$ cat src/sv/date_countdown_days_core_macros.svh
// Assertion helpers shared by the RTL; they expect clk and rst in scope.
`ifndef DATE_COUNTDOWN_DAYS_CORE_MACROS_SVH
`define DATE_COUNTDOWN_DAYS_CORE_MACROS_SVH

// Same-cycle implication.
`define DCD_ASSERT_NOW(label, ante, cons, msg) \
  label: assert property (@(posedge clk) disable iff (rst) (ante) |-> (cons)) \
    else $error(msg);

// Next-cycle implication.
`define DCD_ASSERT_NEXT(label, ante, cons, msg) \
  label: assert property (@(posedge clk) disable iff (rst) (ante) |=> (cons)) \
    else $error(msg);

`endif

$ cat src/sv/dcd_pkg.sv
package dcd_pkg;

  localparam int unsigned YEAR_W   = 12;
  localparam int unsigned MONTH_W  = 4;
  localparam int unsigned DAY_W    = 5;
  localparam int unsigned STATUS_W = 3;
  localparam int unsigned COUNT_W  = 16;

  localparam logic [YEAR_W-1:0] YEAR_MIN = 12'd1970;
  localparam logic [YEAR_W-1:0] YEAR_MAX = 12'd2099;
  localparam logic [YEAR_W-1:0] YEAR_NOLEAP = 12'd2100;

  typedef enum logic [STATUS_W-1:0] {
    ST_OFF    = 3'd0,
    ST_NOSYNC = 3'd1,
    ST_TODAY  = 3'd2,
    ST_NEXT   = 3'd3,
    ST_UNTIL  = 3'd4,
    ST_SINCE  = 3'd5
  } status_t;

  typedef struct packed {
    logic [YEAR_W-1:0]  year;
    logic [MONTH_W-1:0] month;
    logic [DAY_W-1:0]   day;
  } date_t;

  // valid for years 1970..2100
  function automatic logic is_leap(input logic [YEAR_W-1:0] y);
    return (y[1:0] == 2'b00) && (y != YEAR_NOLEAP);
  endfunction

  function automatic logic [DAY_W-1:0] month_len(input logic [MONTH_W-1:0] m);
    logic [DAY_W-1:0] len;
    unique case (m)
      4'd2:                      len = 5'd28;
      4'd4, 4'd6, 4'd9, 4'd11:   len = 5'd30;
      default:                   len = 5'd31;
    endcase
    return len;
  endfunction

  function automatic logic [8:0] month_start(input logic [MONTH_W-1:0] m);
    logic [8:0] s;
    unique case (m)
      4'd2:    s = 9'd31;
      4'd3:    s = 9'd59;
      4'd4:    s = 9'd90;
      4'd5:    s = 9'd120;
      4'd6:    s = 9'd151;
      4'd7:    s = 9'd181;
      4'd8:    s = 9'd212;
      4'd9:    s = 9'd243;
      4'd10:   s = 9'd273;
      4'd11:   s = 9'd304;
      4'd12:   s = 9'd334;
      default: s = 9'd0;
    endcase
    return s;
  endfunction

  function automatic logic [DAY_W-1:0] month_days(input logic [YEAR_W-1:0] y,
                                                  input logic [MONTH_W-1:0] m);
    if (m == 4'd2 && is_leap(y)) begin
      return 5'd29;
    end
    return month_len(m);
  endfunction

  function automatic date_t clamp_date(input logic [YEAR_W-1:0] y,
                                       input logic [MONTH_W-1:0] m,
                                       input logic [DAY_W-1:0] d);
    date_t r;
    logic [DAY_W-1:0] dim;
    r.year  = (y < YEAR_MIN) ? YEAR_MIN : ((y > YEAR_MAX) ? YEAR_MAX : y);
    r.month = (m == 4'd0) ? 4'd1 : ((m > 4'd12) ? 4'd12 : m);
    dim     = month_days(r.year, r.month);
    r.day   = (d == 5'd0) ? 5'd1 : ((d > dim) ? dim : d);
    return r;
  endfunction

  // Feb 29 falls on Feb 28 in a non-leap year
  function automatic logic [DAY_W-1:0] yearly_day(input logic [YEAR_W-1:0] y,
                                                  input logic [MONTH_W-1:0] m,
                                                  input logic [DAY_W-1:0] d);
    if (m == 4'd2 && d == 5'd29 && !is_leap(y)) begin
      return 5'd28;
    end
    return d;
  endfunction

  // days since 1970-01-01, year 1970..2100
  function automatic logic [COUNT_W-1:0] day_number(input logic [YEAR_W-1:0] y,
                                                    input logic [MONTH_W-1:0] m,
                                                    input logic [DAY_W-1:0] d);
    logic [7:0]         ofs;
    logic [7:0]         ofs1;
    logic [COUNT_W-1:0] n;
    ofs  = 8'(y - YEAR_MIN);
    ofs1 = ofs + 8'd1;
    n = COUNT_W'(ofs) * COUNT_W'(365) + COUNT_W'(ofs1[7:2])
        + COUNT_W'(month_start(m)) + COUNT_W'(d) - COUNT_W'(1);
    if (m > 4'd2 && is_leap(y)) begin
      n = n + COUNT_W'(1);
    end
    return n;
  endfunction

endpackage

$ cat src/sv/dcd_in_if.sv
interface dcd_in_if;
  logic                        valid;
  logic                        ready;
  logic                        clock_valid;
  logic [dcd_pkg::YEAR_W-1:0]  cur_year;
  logic [dcd_pkg::MONTH_W-1:0] today_month;
  logic [dcd_pkg::DAY_W-1:0]   today_day;
  logic                        event_enabled;
  logic                        event_yearly;
  logic [dcd_pkg::YEAR_W-1:0]  event_year;
  logic [dcd_pkg::MONTH_W-1:0] event_month;
  logic [dcd_pkg::DAY_W-1:0]   event_day;

  modport source (
    output valid, clock_valid, cur_year, today_month, today_day,
           event_enabled, event_yearly, event_year, event_month, event_day,
    input  ready
  );

  modport sink (
    input  valid, clock_valid, cur_year, today_month, today_day,
           event_enabled, event_yearly, event_year, event_month, event_day,
    output ready
  );
endinterface

$ cat src/sv/dcd_out_if.sv
interface dcd_out_if;
  logic                         valid;
  logic                         ready;
  logic [dcd_pkg::STATUS_W-1:0] status;
  logic [dcd_pkg::COUNT_W-1:0]  day_count;

  modport source (
    output valid, status, day_count,
    input  ready
  );

  modport sink (
    input  valid, status, day_count,
    output ready
  );
endinterface

$ cat src/sv/date_countdown_days_core.sv
// Countdown to a stored event date. Each transaction on item carries today's
// date, a clock-synced flag and one event; one transaction on result follows
// with the status and the day count. The block takes one item per cycle while
// result is taken or empty. The accepting edge loads the input register; the
// result register loads from it whenever result is taken or empty. The date
// clamping and day-number arithmetic sit between the two registers. Both
// registers advance together whenever result is taken or empty, so item.ready
// follows result.ready in the same cycle; a full input register with a stalled
// result holds item.ready low.
`include "date_countdown_days_core_macros.svh"

module date_countdown_days_core (
  input  logic       clk,
  input  logic       rst,
  dcd_in_if.sink     item,
  dcd_out_if.source  result
);

  logic                        s1_valid;
  logic                        s1_clock_valid;
  logic                        s1_enabled;
  logic                        s1_yearly;
  logic [dcd_pkg::YEAR_W-1:0]  s1_cur_year;
  logic [dcd_pkg::MONTH_W-1:0] s1_today_month;
  logic [dcd_pkg::DAY_W-1:0]   s1_today_day;
  logic [dcd_pkg::YEAR_W-1:0]  s1_event_year;
  logic [dcd_pkg::MONTH_W-1:0] s1_event_month;
  logic [dcd_pkg::DAY_W-1:0]   s1_event_day;

  logic                         s2_load;
  dcd_pkg::date_t               today;
  dcd_pkg::date_t               evt;
  logic [dcd_pkg::YEAR_W-1:0]   year_next;
  logic [dcd_pkg::COUNT_W-1:0]  now_num;
  logic [dcd_pkg::COUNT_W:0]    delta_once;
  logic [dcd_pkg::COUNT_W:0]    delta_this;
  logic [dcd_pkg::COUNT_W:0]    delta_next;
  logic [dcd_pkg::COUNT_W:0]    delta_yearly;
  logic [dcd_pkg::COUNT_W:0]    delta_neg;
  dcd_pkg::status_t             status_next;
  logic [dcd_pkg::COUNT_W-1:0]  day_count_next;

  assign s2_load    = s1_valid && (!result.valid || result.ready);
  assign item.ready = !s1_valid || s2_load;

  always_ff @(posedge clk) begin
    if (rst) begin
      s1_valid     <= 1'b0;
      result.valid <= 1'b0;
    end else begin
      if (item.ready) begin
        s1_valid <= item.valid;
      end
      if (!result.valid || result.ready) begin
        result.valid <= s1_valid;
      end
    end
  end

  always_ff @(posedge clk) begin
    if (item.valid && item.ready) begin
      s1_clock_valid <= item.clock_valid;
      s1_enabled     <= item.event_enabled;
      s1_yearly      <= item.event_yearly;
      s1_cur_year    <= item.cur_year;
      s1_today_month <= item.today_month;
      s1_today_day   <= item.today_day;
      s1_event_year  <= item.event_year;
      s1_event_month <= item.event_month;
      s1_event_day   <= item.event_day;
    end
    if (s2_load) begin
      result.status    <= status_next;
      result.day_count <= day_count_next;
    end
  end

  always_comb begin
    today     = dcd_pkg::clamp_date(s1_cur_year, s1_today_month, s1_today_day);
    evt       = dcd_pkg::clamp_date(s1_event_year, s1_event_month, s1_event_day);
    year_next = today.year + 12'd1;
    now_num   = dcd_pkg::day_number(today.year, today.month, today.day);

    delta_once = {1'b0, dcd_pkg::day_number(evt.year, evt.month, evt.day)}
                 - {1'b0, now_num};
    delta_this = {1'b0, dcd_pkg::day_number(today.year, evt.month,
                   dcd_pkg::yearly_day(today.year, evt.month, evt.day))}
                 - {1'b0, now_num};
    delta_next = {1'b0, dcd_pkg::day_number(year_next, evt.month,
                   dcd_pkg::yearly_day(year_next, evt.month, evt.day))}
                 - {1'b0, now_num};
    delta_yearly = delta_this[dcd_pkg::COUNT_W] ? delta_next : delta_this;
    delta_neg    = '0 - delta_once;

    status_next    = dcd_pkg::ST_OFF;
    day_count_next = '0;
    priority if (!s1_enabled) begin
      status_next = dcd_pkg::ST_OFF;
    end else if (!s1_clock_valid) begin
      status_next = dcd_pkg::ST_NOSYNC;
    end else if (s1_yearly) begin
      if (delta_yearly == '0) begin
        status_next = dcd_pkg::ST_TODAY;
      end else begin
        status_next    = dcd_pkg::ST_NEXT;
        day_count_next = delta_yearly[dcd_pkg::COUNT_W-1:0];
      end
    end else if (delta_once == '0) begin
      status_next = dcd_pkg::ST_TODAY;
    end else if (!delta_once[dcd_pkg::COUNT_W]) begin
      status_next    = dcd_pkg::ST_UNTIL;
      day_count_next = delta_once[dcd_pkg::COUNT_W-1:0];
    end else begin
      status_next    = dcd_pkg::ST_SINCE;
      day_count_next = delta_neg[dcd_pkg::COUNT_W-1:0];
    end
  end

  `DCD_ASSERT_NOW(a_zero_count, result.valid && (result.status == dcd_pkg::ST_OFF || result.status == dcd_pkg::ST_NOSYNC || result.status == dcd_pkg::ST_TODAY), result.day_count == '0, "nonzero count for a status without count")
  `DCD_ASSERT_NOW(a_next_range, result.valid && result.status == dcd_pkg::ST_NEXT, result.day_count != '0 && result.day_count <= 16'd366, "yearly count out of range")
  `DCD_ASSERT_NEXT(a_hold_s1, s1_valid && !s2_load, s1_valid, "stalled transaction dropped")
  `DCD_ASSERT_NOW(a_ready_low, !item.ready, s1_valid && result.valid && !result.ready, "item stalled without back-pressure")
  `DCD_ASSERT_NEXT(a_result_follows, s2_load, result.valid, "loaded result not presented")

endmodule

$ cat src/flat_wrapper.sv
// flat-port wrapper written by rule: the top's interface ports become plain ports
module date_countdown_days_core_flat 
  (clk, rst, item_valid, item_clock_valid, item_cur_year, item_today_month, item_today_day, item_event_enabled, item_event_yearly, item_event_year, item_event_month, item_event_day, item_ready, result_valid, result_status, result_day_count, result_ready);
  dcd_in_if item_i ();
  dcd_out_if result_i ();
  input  logic clk;
  input  logic rst;
  input wire logic [$bits(item_i.valid)-1:0] item_valid;
  input wire logic [$bits(item_i.clock_valid)-1:0] item_clock_valid;
  input wire logic [$bits(item_i.cur_year)-1:0] item_cur_year;
  input wire logic [$bits(item_i.today_month)-1:0] item_today_month;
  input wire logic [$bits(item_i.today_day)-1:0] item_today_day;
  input wire logic [$bits(item_i.event_enabled)-1:0] item_event_enabled;
  input wire logic [$bits(item_i.event_yearly)-1:0] item_event_yearly;
  input wire logic [$bits(item_i.event_year)-1:0] item_event_year;
  input wire logic [$bits(item_i.event_month)-1:0] item_event_month;
  input wire logic [$bits(item_i.event_day)-1:0] item_event_day;
  output wire logic [$bits(item_i.ready)-1:0] item_ready;
  output wire logic [$bits(result_i.valid)-1:0] result_valid;
  output wire logic [$bits(result_i.status)-1:0] result_status;
  output wire logic [$bits(result_i.day_count)-1:0] result_day_count;
  input wire logic [$bits(result_i.ready)-1:0] result_ready;
  assign item_i.valid = item_valid;
  assign item_i.clock_valid = item_clock_valid;
  assign item_i.cur_year = item_cur_year;
  assign item_i.today_month = item_today_month;
  assign item_i.today_day = item_today_day;
  assign item_i.event_enabled = item_event_enabled;
  assign item_i.event_yearly = item_event_yearly;
  assign item_i.event_year = item_event_year;
  assign item_i.event_month = item_event_month;
  assign item_i.event_day = item_event_day;
  assign item_ready = item_i.ready;
  assign result_valid = result_i.valid;
  assign result_status = result_i.status;
  assign result_day_count = result_i.day_count;
  assign result_i.ready = result_ready;
  date_countdown_days_core u_core (.clk(clk), .rst(rst), .item(item_i), .result(result_i));
endmodule
$ cat config.mk
export PLATFORM = sky130hd
export DESIGN_NAME = date_countdown_days_core_flat
export DESIGN_NICKNAME = d
export VERILOG_FILES = /design/src/sv/dcd_pkg.sv /design/src/sv/dcd_in_if.sv /design/src/sv/dcd_out_if.sv /design/src/sv/date_countdown_days_core.sv /design/src/flat_wrapper.sv
export VERILOG_INCLUDE_DIRS = /design/src /design/src/sv
export SDC_FILE = /design/constraint.sdc
export NUM_CORES = 1
export LEC_CHECK = 0
export ABC_AREA = 1
export ABC_CLOCK_PERIOD_IN_PS = 10730
export BUFFER_PORTS_ARGS = -buffer_cell sky130_fd_sc_hd__buf_2
export CORE_ASPECT_RATIO = 0.75
export CORE_MARGIN = 1.5
export CORE_UTILIZATION = 41
export DETAILED_ROUTE_END_ITERATION = 8
export GPL_ROUTABILITY_DRIVEN = 1
export GPL_TIMING_DRIVEN = 1
export SLEW_MARGIN = 20
export SYNTH_ARGS = -nofsm -noshare
export SYNTH_HDL_FRONTEND = slang
export SYNTH_SLANG_ARGS = --single-unit
export TNS_END_PERCENT = 5
$ cat constraint.sdc
create_clock -name clk -period 10.73 [get_ports clk]
set_input_delay 0.5365 -clock clk [delete_from_list [all_inputs] [get_ports clk]]
set_output_delay 0.5365 -clock clk [all_outputs]
set_load 0.05 [all_outputs]
==> impl_metrics.env, run 1 <==
export IMPL_status="completed"
export IMPL_gp_congestion=0.959
export IMPL_synthesis_nets=2782
export IMPL_clock_sinks=66
export IMPL_cp_data_required_time_ps=10860
export IMPL_cap_viol_max_count=0
export IMPL_synth_seq_cells=66
export IMPL_stdcell_area_mm2=0.0188
export IMPL_hold_viol_final=0
export IMPL_min_path_type="in2reg"
export IMPL_arrival_ps=10200
export IMPL_timing_fmax_mhz=99.3
export IMPL_cts_buffers=9
export IMPL_antenna_found_initial=0
export IMPL_root_buffer="clkbuf_16"
export IMPL_drc=0
export IMPL_die_h_um=179
export IMPL_grt_max_degree=46
export IMPL_tightest_slew_ps=1080
export IMPL_setup_viol=0
export IMPL_placed_area_mm2=0.0181
export IMPL_syn_inst=2337
export IMPL_routed_via_density=5.08
export IMPL_nFillCells=4101
export IMPL_grt_pass1_vias=14700
export IMPL_ctsHoldBuffers=0
export IMPL_cp_top_family="adder cells"
export IMPL_cts_tree="built"
export IMPL_clock_skew_ps=19.9
export IMPL_critical_path_class="reg2reg"
export IMPL_critPathMaxFanout=20
export IMPL_area_delta_synth_final_pct=11.1
export IMPL_routedWlPerCell_um=15.4
export IMPL_period_share=0.939
export IMPL_cp_num_buf_inv=11
export IMPL_critical_path_max_stage_delay_ps=530
export IMPL_dr_first_iter_drc_count=808
export IMPL_crit_path_end_kind="flop"
export IMPL_wl_um=45900
export IMPL_nets=2887
export IMPL_drive_gt1_frac=0.0997
export IMPL_cts_htree_levels=3
export IMPL_ant_nets=0
export IMPL_ys_types=60
export IMPL_insertion_delay_ps=390
export IMPL_cp_start_kind="flop"
export IMPL_grt_usage=0.224
export IMPL_ios=70
export IMPL_cts_buffer_depth=2
export IMPL_clk_pin_slew_worst_paths_ps=80
export IMPL_row_count=64
export IMPL_dp_hpwl_um=39500
export IMPL_holdPathStages=1
export IMPL_ys_seq_area_frac=0.116
export IMPL_syn_area_mm2=0.0169
export IMPL_period_minus_slack_ps=10080
export IMPL_grt_first_pass_wirelength_um=75100
export IMPL_numPortBuffers=69
export IMPL_dieArea_mm2=0.0425
export IMPL_num_vias=15100
export IMPL_die_w_um=238
export IMPL_crit_top_cell="nand2_1"
export IMPL_cp_slowest_cell="fa_1"
export IMPL_dr_pass1_iters=6
export IMPL_ff2ff_path_depth=52
export IMPL_start_util=0.415
export IMPL_crit_cells=52
export IMPL_grt_overflow_total=0
export IMPL_yosysWarnings=0
export IMPL_core_area_mm2=0.0408
export IMPL_slew_violations=0
export IMPL_syn_area_per_cell_um2=7.25
export IMPL_num_antenna_cells=0
export IMPL_slew_headroom=0.274
-- cells by family after synthesis --
| group | synth area share |
|---|---|
| AO/OA/AOI/OAI | 0.0948 |
| XOR/XNOR | 0.0909 |
| adder cells (fa/ha/maj) | 0.347 |
| buffers and inverters | 0.125 |
| flip-flops | 0.116 |
| multiplexers | 0.000591 |
| AND/OR/NAND/NOR | 0.226 |
-- final cells by class --
type                    instances  area, µm²  share of cell area
clock inverters                 4       51.3             0.00273
inverters                     533       2010               0.107
repair buffers                116        714              0.0380
flip-flops and latches         66       1960               0.104
repair inverters                1       5.00            0.000266
clock buffers                  12        236              0.0126
well taps                     528        661              0.0351
multi-input cells            1715      13200               0.700
-- worst reg2reg max path, delay by kind of cell, from the launching register on --
kind | cells | cell delay [ps]
AO/OA/AOI/OAI | 7 | 1310
AND/OR/NAND/NOR | 19 | 2020
adder cells (fa/ha/maj) | 12 | 4090
flip-flops | 1 | 410
buffers and inverters | 11 | 1130
XOR/XNOR | 3 | 870
-- registers in the layout, indices dropped and copies added, names as in the netlist --
register                 flops
u_core.result.status         3
u_core.s1_event_day          5
u_core.s1_valid              1
u_core.s1_event_year        12
u_core.s1_event_month        4
u_core.result.valid          1
u_core.s1_clock_valid        1
u_core.s1_cur_year          12
u_core.result.day_count     16
u_core.s1_yearly             1
u_core.s1_today_month        4
u_core.s1_enabled            1
u_core.s1_today_day          5
-- metrics by stage --
stage          hold slack, ps  utilization  std cells  setup slack, ps  TNS [ps]
6_report                  317        0.462       2975              655         0
5_1_grt                   308        0.462       2975            -85.4      -165
4_1_cts                   292        0.451       2961              113         0
3_5_place_dp              481        0.444       2945            -35.5      -130
3_3_place_gp              470        0.444       2945              200         0
2_1_floorplan             445            -       2337              923         0
-- metal layers --
metal | share of wire | track usage
met3 | 0.047 | 0.0329
met1 | 0.50 | 0.317
met5 | 0 | 0
met2 | 0.44 | 0.365
met4 | 0.011 | 0.0438
-- worst paths after layout --
kind	startpoint	to	slack, ps
hold reg to reg	u_core.s1_valid	u_core.result.valid	500
setup reg to reg	u_core.s1_cur_year[7]	u_core.result.status[0]	650
setup / recovery	u_core.s1_cur_year[7]	u_core.result.status[0]	650
hold / removal	item_event_enabled	u_core.s1_enabled	320
-- synth_stat cells (all sizes together) --
cell / number / area share
xor2: 132 / 0.071
inv: 532 / 0.12
or2: 13 / 0.0048
o211ai: 6 / 0.0027
a21boi: 7 / 0.0035
nand3: 161 / 0.049
xnor2: 39 / 0.020
nand3b: 8 / 0.0035
o31ai: 5 / 0.0022
nor4: 4 / 0.0018
o211a: 2 / 0.0012
o32ai: 2 / 0.0010
nor2: 149 / 0.035
o21a: 5 / 0.0022
mux2i: 1 / 0.00059
o221ai: 4 / 0.0021
a31oi: 6 / 0.0022
and2: 2 / 0.00074
fa: 123 / 0.15
o21bai: 7 / 0.0031
and3: 1 / 0.00037
nand2: 460 / 0.11
clkbuf: 18 / 0.0041
nor3b: 1 / 0.00044
a211oi: 4 / 0.0018
dfxtp: 2 / 0.0024
ha: 273 / 0.20
a21o: 13 / 0.0058
buf: 5 / 0.0022
o311ai: 1 / 0.00052
a221oi: 1 / 0.00052
edfxtp: 64 / 0.11
nor3: 35 / 0.011
o21ai: 100 / 0.030
clkinv: 1 / 0.00052
o22ai: 5 / 0.0018
nand4: 31 / 0.013
o2111ai: 2 / 0.0010
a21oi: 112 / 0.033
-- cell usage in the layout, fill, tap and decap left out, types with 12 or more instances in the layout --
master,n
nand4_1,29
nand2_1,445
xnor2_1,34
ha_1,269
a21oi_1,102
fa_1,123
a21o_1,13
buf_4,45
or2_2,12
xor2_1,116
buf_2,69
nand3_1,156
edfxtp_1,64
xor2_2,14
inv_1,512
inv_2,18
nor2_1,140
o21ai_0,91
nor3_1,27
-- repair_timing --
action,in CTS,in global routing
gates cloned,0,1
hold endpoints to repair,0,0
pin swaps,0,11
buffers inserted,0,13
resized for setup,1,60
endpoints found under the setup margin,5,19
Power of run 1 is not shown: default switching activity piles up to over one toggle a cycle in this logic, so the estimate is an artifact.
==> run 2, diff against run 1 <==
--- a/config.mk
+++ b/config.mk
@@ -6,7 +6,6 @@
 export SDC_FILE = /design/constraint.sdc
 export NUM_CORES = 1
 export LEC_CHECK = 0
-export ABC_AREA = 1
 export ABC_CLOCK_PERIOD_IN_PS = 10730
 export BUFFER_PORTS_ARGS = -buffer_cell sky130_fd_sc_hd__buf_2
 export CORE_ASPECT_RATIO = 0.75
==> impl_metrics.env, run 2 <==
export IMPL_status="completed"
export IMPL_synth_most_common_cell="ha_1"
export IMPL_cp_num_buf_inv=9
export IMPL_clk_pin_slew_worst_paths_ps=80
export IMPL_critical_path_max_stage_delay_ps=590
export IMPL_drive_gt1_frac=0.178
export IMPL_row_count=61
export IMPL_timing_fmax_mhz=96.1
export IMPL_crit_path_end_kind="flop"
export IMPL_insertion_delay_ps=390
export IMPL_slew_headroom=0.419
export IMPL_netlist_area_leader_share=0.218
export IMPL_ctsHoldBuffers=0
export IMPL_dp_hpwl_um=35700
export IMPL_largest_reg_flops=16
export IMPL_fin_ws_ps=320
export IMPL_area_delta_synth_final_pct=17.4
export IMPL_cts_buffer_depth=2
export IMPL_synthArstFlopShare=0
export IMPL_yosys_area_top_type="ha_1"
export IMPL_core_area_mm2=0.0373
export IMPL_start_util=0.420
export IMPL_slew_violations=0
export IMPL_grt_first_pass_wirelength_um=64400
export IMPL_die_w_um=229
export IMPL_routed_via_density=5.21
export IMPL_drc=0
export IMPL_critPathMaxFanout=5
export IMPL_synthTopCellsByArea="ha_1, fa_1, edfxtp_1, xnor2_1, inv_1"
export IMPL_routedWlPerCell_um=16.8
export IMPL_num_vias=12800
export IMPL_period_share=0.970
export IMPL_cp_top_family="adder cells"
export IMPL_period_minus_slack_ps=10410
export IMPL_nets=2395
export IMPL_yosysWarnings=0
export IMPL_die_h_um=172
export IMPL_final_common_cell="inv_1"
export IMPL_wl_um=41400
export IMPL_synthesis_nets=2227
export IMPL_post_place_ws_ps=-280
export IMPL_clock_skew_ps=23.1
export IMPL_antenna_found_initial=0
export IMPL_synth_edf_count=64
export IMPL_root_buffer="clkbuf_16"
export IMPL_cap_viol_max_count=0
export IMPL_grt_max_degree=46
export IMPL_clock_sinks=66
export IMPL_dr_pass1_iters=5
export IMPL_synthTopCellsByCount="ha_1, inv_1, xnor2_1"
export IMPL_grt_usage=0.211
export IMPL_ios=70
export IMPL_final_cell_mix="inv_1, ha_1, fa_1"
export IMPL_cp_slowest_cell="or4_4"
export IMPL_ys_types=83
export IMPL_syn_inst=1782
export IMPL_synth_seq_cells=66
export IMPL_arrival_ps=10480
export IMPL_hold_viol_final=0
export IMPL_ys_seq_area_frac=0.125
export IMPL_cp_start_kind="flop"
export IMPL_grt_pass1_vias=12100
export IMPL_syn_area_per_cell_um2=8.79
export IMPL_grt_overflow_total=0
export IMPL_cts_htree_levels=3
export IMPL_setup_viol=0
export IMPL_gp_congestion=0.921
export IMPL_cp_data_required_time_ps=10800
export IMPL_critical_path_class="reg2reg"
export IMPL_regMostFlops="u_core.result.day_count"
export IMPL_reg_top3="u_core.result.day_count x16, u_core.s1_cur_year x12, u_core.s1_event_year x12"
export IMPL_num_antenna_cells=0
export IMPL_ant_nets=0
export IMPL_cts_buffers=9
export IMPL_syn_area_mm2=0.0157
export IMPL_dieArea_mm2=0.0394
export IMPL_ys_flop_type="edfxtp_1"
export IMPL_tightest_slew_ps=866
export IMPL_cts_tree="built"
export IMPL_dr_first_iter_drc_count=936
export IMPL_numPortBuffers=69
export IMPL_min_path_type="in2reg"
-- run 2: changes by cell type in the layout (fill, tap and decap cells not counted), moves of 42 or more --
cell     change
xnor2_1     +85
inv_1      -243
buf_4       +74
xor2_1      -49
nand3_1    -127
nand2_1    -343
o21ai_0     -42
-- run 2: what timing repair did --
action / CTS / global route
setup buffers: 0 / 25
pin swaps: 0 / 59
resized for setup: 6 / 123
setup endpoints to repair: 19 / 19
-- run 2: stage by stage --
| step | cell area [µm²] | hold slack [ps] | cells | utilization | setup TNS, ps |
|---|---|---|---|---|---|
| floorplan | 15700 | 478 | 1782 | - | 0 |
| global placement | 17200 | 495 | 2418 | 0.462 | 0 |
| detailed placement | 17200 | 523 | 2418 | 0.462 | -2960 |
| CTS | 17500 | 294 | 2434 | 0.470 | 0 |
| global route | 18400 | 300 | 2459 | 0.493 | -100 |
| finish | 18400 | 315 | 2459 | 0.493 | 0 |
-- run 2: worst paths after layout --
| kind | from | end | slack [ps] | depth (start not counted) |
|---|---|---|---|---|
| worst min register to register | u_core.s1_valid | u_core.result.valid | 530 | 2 |
| worst min-delay path | item_event_day[0] | u_core.s1_event_day[0] | 310 | 1 |
| worst max register to register | u_core.s1_cur_year[10] | u_core.result.day_count[3] | 320 | 45 |
| worst max-delay path | u_core.s1_cur_year[10] | u_core.result.day_count[3] | 320 | 45 |
-- run 2: cells by family after synthesis --
kind of cell | share of synthesized area
buf+inv | 0.0743
flops | 0.125
simple gates | 0.137
compound gates | 0.144
mux | 0.0184
xor+xnor | 0.126
fa+ha+maj | 0.375
-- run 2: final cells by class --
class	instances	area, µm²
fillers	3541	18900
well taps	504	631
multi-input cells	1408	13200
inverters	275	1030
clock inverters	7	52.6
clock buffers	9	225
repair buffers	190	1260
flip-flops and latches	66	1960
-- run 2: layer usage --
| metal | vias to the layer above | share of wire | track usage |
|---|---|---|---|
| li1 | 6430 | - | - |
| met1 | 6061 | 0.53 | 0.330 |
| met5 | - | 0 | 0 |
| met3 | 26 | 0.060 | 0.0416 |
| met2 | 301 | 0.39 | 0.293 |
| met4 | 0 | 0.012 | 0.0441 |
Power of run 2 is left out for the same reason.
==> run 3, diff against run 2 <==
--- a/config.mk
+++ b/config.mk
@@ -14,6 +14,7 @@
 export DETAILED_ROUTE_END_ITERATION = 8
 export GPL_ROUTABILITY_DRIVEN = 1
 export GPL_TIMING_DRIVEN = 1
+export SETUP_SLACK_MARGIN = 0.4
 export SLEW_MARGIN = 20
 export SYNTH_ARGS = -nofsm -noshare
 export SYNTH_HDL_FRONTEND = slang
==> constraint.sdc (replaced) <==
create_clock -name clk -period 10.73 [get_ports clk]
set_input_delay 0.5365 -clock clk [delete_from_list [all_inputs] [get_ports clk]]
set_output_delay 0.5365 -clock clk [all_outputs]
set_load 0.1 [all_outputs]
==> impl_metrics.env, run 3 (same netlist as run 2, synthesis figures left out) <==
export IMPL_status="completed"
export IMPL_timing_fmax_mhz=96.3
export IMPL_crit_top_cell="inv_1"
export IMPL_ios=70
export IMPL_grt_first_pass_wirelength_um=64100
export IMPL_fin_util=0.491
export IMPL_largest_reg_flops=16
export IMPL_dr_pass1_iters=5
export IMPL_die_w_um=229
export IMPL_ant_nets=0
export IMPL_wl_um=41200
export IMPL_critical_path_class="reg2reg"
export IMPL_grt_max_degree=46
export IMPL_clk_pin_slew_worst_paths_ps=80
export IMPL_dieArea_mm2=0.0394
export IMPL_fin_ws_ps=348
export IMPL_clock_skew_ps=22.4
export IMPL_cts_tree="built"
export IMPL_hold_viol_final=0
export IMPL_arrival_ps=10490
export IMPL_start_util=0.420
export IMPL_cp_num_buf_inv=8
export IMPL_numPortBuffers=69
export IMPL_drc=0
export IMPL_crit_path_end_kind="flop"
export IMPL_period_share=0.968
export IMPL_antenna_found_initial=0
export IMPL_critical_path_max_stage_delay_ps=600
export IMPL_cap_viol_max_count=0
export IMPL_post_place_ws_ps=-196
export IMPL_slew_headroom=0.429
export IMPL_die_h_um=172
export IMPL_dp_hpwl_um=35300
export IMPL_dr_first_iter_drc_count=896
export IMPL_nets=2382
export IMPL_reg_top3="u_core.result.day_count x16, u_core.s1_cur_year x12, u_core.s1_event_year x12"
export IMPL_regMostFlops="u_core.result.day_count"
export IMPL_grt_overflow_total=0
export IMPL_hold_ws_ps=330
export IMPL_area_delta_synth_final_pct=16.9
export IMPL_core_area_mm2=0.0373
export IMPL_cp_top_family="adder cells"
export IMPL_critPathMaxFanout=5
export IMPL_row_count=61
export IMPL_insertion_delay_ps=380
export IMPL_slew_violations=0
export IMPL_tightest_slew_ps=847
export IMPL_setup_viol=0
export IMPL_cts_buffer_depth=2
export IMPL_gp_congestion=0.936
export IMPL_cts_buffers=9
export IMPL_clock_sinks=66
export IMPL_final_cell_mix="inv_1, ha_1, fa_1"
export IMPL_num_vias=12700
export IMPL_cp_start_kind="flop"
export IMPL_rsz0062_at_grt="true"
export IMPL_drive_gt1_frac=0.166
export IMPL_grt_usage=0.208
export IMPL_cp_slowest_cell="or4_4"
export IMPL_routedWlPerCell_um=16.8
export IMPL_root_buffer="clkbuf_16"
export IMPL_final_common_cell="inv_1"
export IMPL_grt_pass1_vias=12200
export IMPL_cp_data_required_time_ps=10830
export IMPL_routed_via_density=5.21
export IMPL_cts_htree_levels=3
export IMPL_min_path_type="in2reg"
export IMPL_ctsHoldBuffers=0
export IMPL_period_minus_slack_ps=10380
run 3: changes by cell type in the layout (fill, tap and decap cells not counted), moves of 3 or more:
cell	previous run	this run
xor2_1	67	70
ha_1	256	259
ha_2	11	6
clkinvlp_4	4	1
o21ai_2	10	6
a21oi_2	16	10
o21ai_1	12	16
buf_4	119	106
a21oi_1	66	71
run 3: cell type report:
| cell class | count | area [µm²] |
|---|---|---|
| diodes | 1 | 2.50 |
| clock buffers | 10 | 229 |
| clock inverters | 6 | 90.1 |
| fillers | 3546 | 19000 |
| inverters | 275 | 1030 |
| multi-input cells | 1408 | 13200 |
| flip-flops and latches | 66 | 1960 |
| well taps | 504 | 631 |
| repair buffers | 177 | 1160 |
run 3: path summary, 6_finish.rpt:
kind / start / endpoint / slack [ps] / depth (start not counted)
setup / recovery: u_core.s1_cur_year[10] / u_core.result.status[0] / 350 / 41
hold reg to reg: u_core.s1_valid / u_core.result.valid / 530 / 2
setup reg to reg: u_core.s1_cur_year[10] / u_core.result.status[0] / 350 / 41
hold / removal: item_event_day[1] / u_core.s1_event_day[1] / 330 / 1
run 3: repair_timing:
| item | in CTS | in global routing |
|---|---|---|
| setup endpoints to repair | 19 | 19 |
| buffers inserted | 17 | 11 |
| pin swaps | 38 | 27 |
| gates resized for setup | 62 | 50 |
run 3: per-layer routing:
metal  share of wire  track usage
met3           0.060       0.0455
met4          0.0088       0.0328
met5               0            0
met1            0.53        0.322
met2            0.40        0.294
run 3: per-stage QoR:
step           setup TNS (ps)  area, µm²  cells
2_1_floorplan               0      15700   1782
3_3_place_gp                0      17200   2402
4_1_cts                     0      17900   2435
6_report                    0      18300   2447
5_1_grt                  -870      18300   2446
3_5_place_dp             -922      17200   2402
run 3: worst reg2reg max path: cells and delay by family, from the launching register on:
| kind | cells | cell delay (ps) |
|---|---|---|
| AO/OA/AOI/OAI | 7 | 1530 |
| XOR/XNOR | 4 | 770 |
| adder cells (fa/ha/maj) | 12 | 3980 |
| buffers and inverters | 8 | 530 |
| flip-flops | 1 | 380 |
| AND/OR/NAND/NOR | 10 | 2940 |
Power of run 3 is left out for the same reason.
